File: src/hw/rtl/sapc_pkg.sv
// Shared types and constants of the source address packet counter.
package sapc_pkg;

	localparam int ETHER_W = 16;
	localparam int PROTO_W = 8;
	localparam int ADDR_W  = 32;
	localparam int COUNT_W = 32;
	localparam int INDEX_W = 6;
	localparam int OUTCOME_W = 2;

	localparam logic [ETHER_W-1:0] ETHERTYPE_IPV4 = 16'h0800;
	localparam logic [PROTO_W-1:0] PROTO_TCP      = 8'd6;
	localparam logic [COUNT_W-1:0] COUNT_MAX      = 32'hFFFF_FFFF;

	localparam logic [OUTCOME_W-1:0] OUTCOME_IGNORED     = 2'd0;
	localparam logic [OUTCOME_W-1:0] OUTCOME_INCREMENTED = 2'd1;
	localparam logic [OUTCOME_W-1:0] OUTCOME_ADDED       = 2'd2;
	localparam logic [OUTCOME_W-1:0] OUTCOME_FULL        = 2'd3;

	// One classified item on its way from the front end to the back end
	typedef struct packed {
		logic              counted;
		logic [ADDR_W-1:0] addr;
	} sapc_job_t;

endpackage

File: src/hw/rtl/sapc_if.sv
// Valid/ready channel interfaces for packet summaries and counter results.
interface sapc_in_if;
	import sapc_pkg::*;
	logic               valid;
	logic               ready;
	logic [ETHER_W-1:0] ether_type;
	logic [PROTO_W-1:0] ip_protocol;
	logic [ADDR_W-1:0]  source_address;

	modport source(output valid, ether_type, ip_protocol, source_address, input ready);
	modport sink(input valid, ether_type, ip_protocol, source_address, output ready);
endinterface

interface sapc_out_if;
	import sapc_pkg::*;
	logic                 valid;
	logic                 ready;
	logic [OUTCOME_W-1:0] outcome;
	logic [INDEX_W-1:0]   entry_index;
	logic [COUNT_W-1:0]   packet_count;

	modport source(output valid, outcome, entry_index, packet_count, input ready);
	modport sink(input valid, outcome, entry_index, packet_count, output ready);
endinterface

File: src/hw/rtl/sapc_front.sv
// Front end: classify incoming packet summaries and queue them for the back end.
module sapc_front (
	input  logic                clk,
	input  logic                arst_n,
	sapc_in_if.sink             pkt,
	output logic                job_valid,
	output sapc_pkg::sapc_job_t job,
	input  logic                job_ready
);
	import sapc_pkg::*;

	sapc_job_t  q_mem_q [2];
	logic       wr_ptr_q;
	logic       rd_ptr_q;
	logic [1:0] fill_q;
	logic       push;
	logic       pop;
	sapc_job_t  new_job;

	always_comb begin
		pkt.ready       = (fill_q != 2'd2);
		push            = pkt.valid && pkt.ready;
		job_valid       = (fill_q != 2'd0);
		pop             = job_valid && job_ready;
		job             = q_mem_q[rd_ptr_q];
		new_job.counted = (pkt.ether_type == ETHERTYPE_IPV4) && (pkt.ip_protocol == PROTO_TCP);
		new_job.addr    = pkt.source_address;
	end

	always_ff @(posedge clk) begin
		if (push) begin
			q_mem_q[wr_ptr_q] <= new_job;
		end
	end

	always_ff @(posedge clk or negedge arst_n) begin
		if (!arst_n) begin
			wr_ptr_q <= 1'b0;
			rd_ptr_q <= 1'b0;
			fill_q   <= 2'd0;
		end else begin
			if (push) begin
				wr_ptr_q <= ~wr_ptr_q;
			end
			if (pop) begin
				rd_ptr_q <= ~rd_ptr_q;
			end
			case ({push, pop})
				2'b10:   fill_q <= fill_q + 2'd1;
				2'b01:   fill_q <= fill_q - 2'd1;
				default: fill_q <= fill_q;
			endcase
		end
	end

endmodule

File: src/hw/rtl/sapc_back.sv
// Back end: scan the address table, update or append the entry, register the result.
module sapc_back #(
	parameter int TABLE_ENTRIES = 64
) (
	input  logic                clk,
	input  logic                arst_n,
	input  logic                job_valid,
	input  sapc_pkg::sapc_job_t job,
	output logic                job_ready,
	sapc_out_if.source          res
);
	import sapc_pkg::*;

	localparam int IDX_W = (TABLE_ENTRIES > 1) ? $clog2(TABLE_ENTRIES) : 1;
	localparam int CNT_W = $clog2(TABLE_ENTRIES + 1);

	localparam logic [1:0] ST_IDLE = 2'd0;
	localparam logic [1:0] ST_SCAN = 2'd1;
	localparam logic [1:0] ST_CRD  = 2'd2;
	localparam logic [1:0] ST_CUPD = 2'd3;

	logic [ADDR_W-1:0]  addr_mem [TABLE_ENTRIES];
	logic [COUNT_W-1:0] cnt_mem  [TABLE_ENTRIES];

	logic [1:0]         state_q;
	logic [CNT_W-1:0]   used_q;
	logic [CNT_W-1:0]   rd_ptr_q;
	logic               cmp_vld_q;
	logic [IDX_W-1:0]   cmp_idx_q;
	logic [IDX_W-1:0]   hit_idx_q;
	logic [ADDR_W-1:0]  key_q;
	logic [ADDR_W-1:0]  addr_rd_q;
	logic [COUNT_W-1:0] cnt_rd_q;

	logic                 res_valid_q;
	logic [OUTCOME_W-1:0] res_outcome_q;
	logic [INDEX_W-1:0]   res_index_q;
	logic [COUNT_W-1:0]   res_count_q;

	logic               out_free;
	logic               match;
	logic               more;
	logic               table_full;
	logic               addr_re;
	logic               addr_we;
	logic               cnt_we;
	logic [IDX_W-1:0]   cnt_wr_idx;
	logic [COUNT_W-1:0] cnt_wr_data;
	logic [COUNT_W-1:0] cnt_inc;
	logic               emit;
	logic [OUTCOME_W-1:0] emit_outcome;
	logic [IDX_W-1:0]   emit_idx;
	logic [COUNT_W-1:0] emit_count;

	always_comb begin
		out_free   = !res_valid_q || res.ready;
		match      = cmp_vld_q && (addr_rd_q == key_q);
		more       = (rd_ptr_q < used_q);
		table_full = (used_q == CNT_W'(TABLE_ENTRIES));
		cnt_inc    = (cnt_rd_q == COUNT_MAX) ? COUNT_MAX : cnt_rd_q + COUNT_W'(1);

		job_ready    = 1'b0;
		addr_re      = 1'b0;
		addr_we      = 1'b0;
		cnt_we       = 1'b0;
		cnt_wr_idx   = hit_idx_q;
		cnt_wr_data  = cnt_inc;
		emit         = 1'b0;
		emit_outcome = OUTCOME_IGNORED;
		emit_idx     = '0;
		emit_count   = '0;

		case (state_q)
			ST_IDLE: begin
				if (job_valid) begin
					if (job.counted) begin
						job_ready = 1'b1;
					end else if (out_free) begin
						job_ready = 1'b1;
						emit      = 1'b1;
					end
				end
			end
			ST_SCAN: begin
				if (!match) begin
					if (more) begin
						addr_re = 1'b1;
					end else if (!cmp_vld_q && out_free) begin
						emit = 1'b1;
						if (table_full) begin
							emit_outcome = OUTCOME_FULL;
						end else begin
							// append the address with a first count of one
							addr_we      = 1'b1;
							cnt_we       = 1'b1;
							cnt_wr_idx   = used_q[IDX_W-1:0];
							cnt_wr_data  = COUNT_W'(1);
							emit_outcome = OUTCOME_ADDED;
							emit_idx     = used_q[IDX_W-1:0];
							emit_count   = COUNT_W'(1);
						end
					end
				end
			end
			ST_CUPD: begin
				if (out_free) begin
					cnt_we       = 1'b1;
					emit         = 1'b1;
					emit_outcome = OUTCOME_INCREMENTED;
					emit_idx     = hit_idx_q;
					emit_count   = cnt_inc;
				end
			end
			default: ;
		endcase
	end

	// Table storage: one write and one registered read per cycle each
	always_ff @(posedge clk) begin
		if (addr_we) begin
			addr_mem[used_q[IDX_W-1:0]] <= key_q;
		end
		if (addr_re) begin
			addr_rd_q <= addr_mem[rd_ptr_q[IDX_W-1:0]];
		end
	end

	always_ff @(posedge clk) begin
		if (cnt_we) begin
			cnt_mem[cnt_wr_idx] <= cnt_wr_data;
		end
		if (state_q == ST_CRD) begin
			cnt_rd_q <= cnt_mem[hit_idx_q];
		end
	end

	// Payload registers
	always_ff @(posedge clk) begin
		if (state_q == ST_IDLE && job_valid && job_ready) begin
			key_q <= job.addr;
		end
		if (addr_re) begin
			cmp_idx_q <= rd_ptr_q[IDX_W-1:0];
		end
		if (state_q == ST_SCAN && match) begin
			hit_idx_q <= cmp_idx_q;
		end
		if (emit) begin
			res_outcome_q <= emit_outcome;
			res_index_q   <= INDEX_W'(emit_idx);
			res_count_q   <= emit_count;
		end
	end

	always_ff @(posedge clk or negedge arst_n) begin
		if (!arst_n) begin
			state_q     <= ST_IDLE;
			used_q      <= '0;
			rd_ptr_q    <= '0;
			cmp_vld_q   <= 1'b0;
			res_valid_q <= 1'b0;
		end else begin
			if (emit) begin
				res_valid_q <= 1'b1;
			end else if (res.ready) begin
				res_valid_q <= 1'b0;
			end

			case (state_q)
				ST_IDLE: begin
					if (job_valid && job_ready && job.counted) begin
						rd_ptr_q  <= '0;
						cmp_vld_q <= 1'b0;
						state_q   <= ST_SCAN;
					end
				end
				ST_SCAN: begin
					if (match) begin
						state_q <= ST_CRD;
					end else if (more) begin
						rd_ptr_q  <= rd_ptr_q + CNT_W'(1);
						cmp_vld_q <= 1'b1;
					end else if (cmp_vld_q) begin
						// drain the last compare
						cmp_vld_q <= 1'b0;
					end else if (out_free) begin
						if (!table_full) begin
							used_q <= used_q + CNT_W'(1);
						end
						state_q <= ST_IDLE;
					end
				end
				ST_CRD: begin
					state_q <= ST_CUPD;
				end
				ST_CUPD: begin
					if (out_free) begin
						state_q <= ST_IDLE;
					end
				end
				default: state_q <= ST_IDLE;
			endcase
		end
	end

	assign res.valid        = res_valid_q;
	assign res.outcome      = res_outcome_q;
	assign res.entry_index  = res_index_q;
	assign res.packet_count = res_count_q;

endmodule

File: src/hw/rtl/source_address_packet_counter_top.sv
// Per-source-address packet counter: one result item for each packet summary item.
// Only IPv4 packets carrying TCP are counted; anything else comes back as ignored
// and leaves the table alone. A two-entry queue decouples the input from the table
// engine, which handles one item at a time. A counted item is found by a linear scan
// of the address table through its single read port, one slot per cycle. Counts
// saturate at all ones. entry_index carries the low six bits of the slot number.
// The tables need no clearing pass after reset.
module source_address_packet_counter_top #(
	parameter int TABLE_ENTRIES = 64
) (
	input  logic       clk,
	input  logic       arst_n,
	sapc_in_if.sink    pkt,
	sapc_out_if.source res
);
	import sapc_pkg::*;

	logic      job_valid;
	logic      job_ready;
	sapc_job_t job;

	sapc_front u_front (
		.clk       (clk),
		.arst_n    (arst_n),
		.pkt       (pkt),
		.job_valid (job_valid),
		.job       (job),
		.job_ready (job_ready)
	);

	sapc_back #(
		.TABLE_ENTRIES (TABLE_ENTRIES)
	) u_back (
		.clk       (clk),
		.arst_n    (arst_n),
		.job_valid (job_valid),
		.job       (job),
		.job_ready (job_ready),
		.res       (res)
	);

endmodule

File: src/flat_wrapper.sv
// flat-port wrapper written by rule: the top's interface ports become plain ports
module source_address_packet_counter_top_flat import sapc_pkg::*;
#(
	parameter int TABLE_ENTRIES = 64
)
  (clk, arst_n, pkt_valid, pkt_ether_type, pkt_ip_protocol, pkt_source_address, pkt_ready, res_valid, res_outcome, res_entry_index, res_packet_count, res_ready);
  sapc_in_if pkt_i ();
  sapc_out_if res_i ();
  input  logic clk;
  input  logic arst_n;
  input wire logic [$bits(pkt_i.valid)-1:0] pkt_valid;
  input wire logic [$bits(pkt_i.ether_type)-1:0] pkt_ether_type;
  input wire logic [$bits(pkt_i.ip_protocol)-1:0] pkt_ip_protocol;
  input wire logic [$bits(pkt_i.source_address)-1:0] pkt_source_address;
  output wire logic [$bits(pkt_i.ready)-1:0] pkt_ready;
  output wire logic [$bits(res_i.valid)-1:0] res_valid;
  output wire logic [$bits(res_i.outcome)-1:0] res_outcome;
  output wire logic [$bits(res_i.entry_index)-1:0] res_entry_index;
  output wire logic [$bits(res_i.packet_count)-1:0] res_packet_count;
  input wire logic [$bits(res_i.ready)-1:0] res_ready;
  assign pkt_i.valid = pkt_valid;
  assign pkt_i.ether_type = pkt_ether_type;
  assign pkt_i.ip_protocol = pkt_ip_protocol;
  assign pkt_i.source_address = pkt_source_address;
  assign pkt_ready = pkt_i.ready;
  assign res_valid = res_i.valid;
  assign res_outcome = res_i.outcome;
  assign res_entry_index = res_i.entry_index;
  assign res_packet_count = res_i.packet_count;
  assign res_i.ready = res_ready;
  source_address_packet_counter_top #(.TABLE_ENTRIES(TABLE_ENTRIES)) u_core (.clk(clk), .arst_n(arst_n), .pkt(pkt_i), .res(res_i));
endmodule
File: config.mk
export PLATFORM = sky130hd
export DESIGN_NAME = source_address_packet_counter_top_flat
export DESIGN_NICKNAME = d
export VERILOG_FILES = /design/src/hw/rtl/sapc_pkg.sv /design/src/hw/rtl/sapc_if.sv /design/src/hw/rtl/sapc_front.sv /design/src/hw/rtl/sapc_back.sv /design/src/hw/rtl/source_address_packet_counter_top.sv /design/src/flat_wrapper.sv
export SDC_FILE = /design/constraint.sdc
export NUM_CORES = 2
export LEC_CHECK = 0
export BUFFER_PORTS_ARGS = -buffer_cell sky130_fd_sc_hd__buf_2
export CAP_MARGIN = 10
export CELL_PAD_IN_SITES_DETAIL_PLACEMENT = 2
export CELL_PAD_IN_SITES_GLOBAL_PLACEMENT = 2
export CORE_MARGIN = 4
export CORE_UTILIZATION = 45
export DETAILED_ROUTE_END_ITERATION = 10
export GPL_ROUTABILITY_DRIVEN = 0
export PLACE_DENSITY_LB_ADDON = 0.08
export SKIP_LAST_GASP = 1
export SLEW_MARGIN = 5
export SYNTH_ARGS = -nofsm -noshare
export SYNTH_HDL_FRONTEND = slang
export SYNTH_HIERARCHICAL = 1
export SYNTH_MEMORY_MAX_BITS = 65536
export SYNTH_SLANG_ARGS = --single-unit
File: constraint.sdc
create_clock -name clk -period 11.6 [get_ports clk]
set_clock_uncertainty 0.2 [all_clocks]
set_input_delay 1.16 -clock clk [delete_from_list [all_inputs] [get_ports clk]]
set_output_delay 1.16 -clock clk [all_outputs]
set_load 0.01 [all_outputs]
==> results.cfg <==
[cells_and_area]
area_delta_synth_final_pct = 13.9
multi_input_area_um2 = 35600
fill_cells = 30900
drive_above_1_share_pct = 30.6
seq_area_um2 = 130000
nets = 7708
finish.utilization_pct = 51.6

[power]
ir_drop_mv = 0.209
p_per_area_nw_per_um2 = 199
leakage_nw = 58.6

[synth]
ys_ff_latch = 4332
async_flop_share_pct = 0.508
yosysSeqAreaShare_pct = 78.2
synth.most_common_cell = edfxtp_1
syn_area_um2 = 166000
yosysUniqueCellTypes = 63
ys_warn_count = 6
synth_flop_cell = edfxtp_1
synth_area_per_cell_um2 = 23.3
syn_inst = 7145
yosys-top-cells-count = 4310 x edfxtp_1, 1184 x mux4_2, 244 x nor2_1, 203 x nand2_1, 142 x buf_2
synthTopCellsByArea = edfxtp_1 78%, mux4_2 16%, mux2i_1 0.76%
syn_nets = 7216
synth.top_cell.area_share_pct = 77.9
yosysTopAreaCell = edfxtp_1
synth_enable_flop_cells = 4310

[worst_setup_path]
worstSetupEndpointType = flop
start_kind = flop
setup.worst_path.class = flop to flop
worst-endpoint-arrival_ns = 6.23
required_ns = 12.06
path_max_fanout = 50

[global_route]
track_usage_pct = 27.7
grt_pass1_vias = 88200
gr-total-overflow = 0
antenna_found_initial = 18
grt_pass1_wl_um = 741000
grt_max_degree = 116

[clocking]
cts_buffers = 453
clkTransAtPathRegs_ns = 0.06
cts_setup_buffers = 0
htreeDepth = 5
cts_max_path_buffers = 4
root_buffer = clkbuf_16
tritoncts = done
clock-sinks = 4332
clk_latency_ns = 0.99

[sta]
rsz0062_at_grt = no
max-slew-margin-rel_pct = 9.99
max_clock_freq_mhz = 173
hold_violations = 0
drv_slew = 0
worstMarginPinSlew_ns = 1.35
fin_crit_sh_pct = 49.7
period_needed_ns = 5.77
setup_viol = 0
setup_tns_ns = 0

[placed_design]
hpwl_um = 297000
port_buffers = 101

[die]
die_w_um = 616
io_pins = 102
die_y_um = 616
initial_core_util_pct = 45.3
rows = 222
die-area_um2 = 379000
coreArea_um2 = 367000

[run_status]
status = finished clean

[routing]
drt_iter0_markers = 10100
via_per_inst = 6.31
vias = 81000
wire_per_inst_um = 41.0
drtPass1Iterations = 5
drc = 0
postRouteWirelength_um = 526000
ant_nets = 0

[flow_run]
drv_cap = 0

[worst_hold_path]
min_path_type = input port to flop
[repair_timing]
item                                   CTS  global route
hold buffers                             1             0
gates resized for setup                  0             0
endpoints found under the hold margin   17             0
[critical path: stages, from the launching register on]
cell and delay, ns:
dfrtp_4 0.86, buf_4 0.76, buf_4 0.63, buf_4 0.65, buf_4 0.72, mux4_2 0.60
mux2i_1 0.32, a221oi_1 0.16, nor2_1 0.18, a21oi_1 0.06
[per-layer routing]
metal | global-route usage (%) | share of wire (%) | vias up
li1 | - | - | 31500
met1 | 35.8 | 38 | 45300
met2 | 48.4 | 52 | 3361
met3 | 3.30 | 5.7 | 833
met4 | 10.5 | 4.4 | 2
met5 | 0 | 0.0015 | -
[state kept, by name, indices dropped and copies added (netlist names)]
signal / count
u_core/u_back/cmp_vld_q: 1
u_core/u_back/res.valid: 1
u_core/u_back/hit_idx_q: 6
u_core/u_back/res.outcome: 2
u_core/u_back/state_q: 2
u_core/u_front/fill_q: 2
u_core/u_front/rd_ptr_q: 1
u_core/u_back/cnt_mem: 2048
u_core/u_back/res.packet_count: 32
u_core/u_back/used_q: 7
u_core/u_front/wr_ptr_q: 1
u_core/u_back/cnt_rd_q: 32
u_core/u_back/cmp_idx_q: 6
u_core/u_back/res.entry_index: 6
u_core/u_back/addr_mem: 2048
u_core/u_back/rd_ptr_q: 7
u_core/u_front/q_mem_q: 66
u_core/u_back/addr_rd_q: 32
u_core/u_back/key_q: 32
[final timing paths]
| kind | start | endpoint | slack [ns] | depth (start not counted) |
|---|---|---|---|---|
| worst max-delay path | u_core/u_back/rd_ptr_q[1] | u_core/u_back/addr_rd_q[5] | 5.83 | 9 |
| worst min-delay path | pkt_source_address[0] | u_core/u_front/q_mem_q[1][0] | 0.16 | 1 |
| worst max register to register | u_core/u_back/rd_ptr_q[1] | u_core/u_back/addr_rd_q[5] | 5.83 | 9 |
| worst min register to register | u_core/u_back/cmp_idx_q[2] | u_core/u_back/hit_idx_q[2] | 0.28 | 0 |
| max in group asynchronous | arst_n | u_core/u_back/rd_ptr_q[4] | 10.03 | 2 |
| min in group asynchronous | arst_n | u_core/u_back/res.valid | 0.61 | 2 |
[final cells by class]
cell class	instances	share of cell area, %
repair buffers	417	1.62
clock inverters	268	1.34
multi-input cells	2415	18.8
inverters	18	0.0370
well taps	4816	3.18
flip-flops and latches	4332	68.7
diodes	8	0.0106
clock buffers	563	6.31
[cells by family (layout without fill, tap and decap cells)]
kind of cell | Yosys count | after routing | synth area share, %
flip-flops | 4332 | 4332 | 78.2
multiplexers | 1344 | 1344 | 17.0
AND/OR/NAND/NOR | 665 | 665 | 1.82
buffers and inverters | 398 | 1266 | 1.19
AO/OA/AOI/OAI | 330 | 330 | 1.32
XOR/XNOR | 65 | 65 | 0.343
adder cells (fa/ha/maj) | 11 | 11 | 0.0828
other | 0 | 8 | 0
[cell usage in the layout (no fill, tap or decap), drive strengths merged, types with 11 or more instances in the layout]
| cell type | n |
|---|---|
| nand2 | 203 |
| ha | 11 |
| a211oi | 43 |
| mux4 | 1184 |
| nand4 | 27 |
| nor2b | 46 |
| clkinv | 204 |
| a21oi | 91 |
| a22oi | 64 |
| nor2 | 247 |
| buf | 416 |
| xnor2 | 49 |
| xor2 | 16 |
| clkbuf | 563 |
| o21ai | 21 |
| edfxtp | 4310 |
| bufinv | 46 |
| nand3 | 53 |
| nor4 | 15 |
| a221oi | 12 |
| o211ai | 22 |
| mux2 | 33 |
| mux2i | 127 |
| nor3 | 15 |
| o22ai | 11 |
| dfrtp | 22 |
| a31oi | 31 |
| inv | 29 |
[through the flow]
step	hold WS [ns]	cell area, um^2	total power [mW]	std cells	worst slack [ns]
after floorplan	0.200	166000	21.5	7145	6.75
after global placement	0.272	175000	23.5	12000	5.82
after detailed placement	0.234	175000	23.6	12000	5.81
after CTS	0.0797	189000	38.1	12800	5.78
after global routing	0.113	189000	38.9	12800	5.73
final	0.162	189000	37.7	12800	5.83
[where the power goes]
group          internal, mW  switching [mW]  leakage [nW]
combinational          2.51            3.21          12.5
clock                  8.29            6.20          7.10
sequential             17.2           0.293          39.0
(Power assumes the default switching activity.)
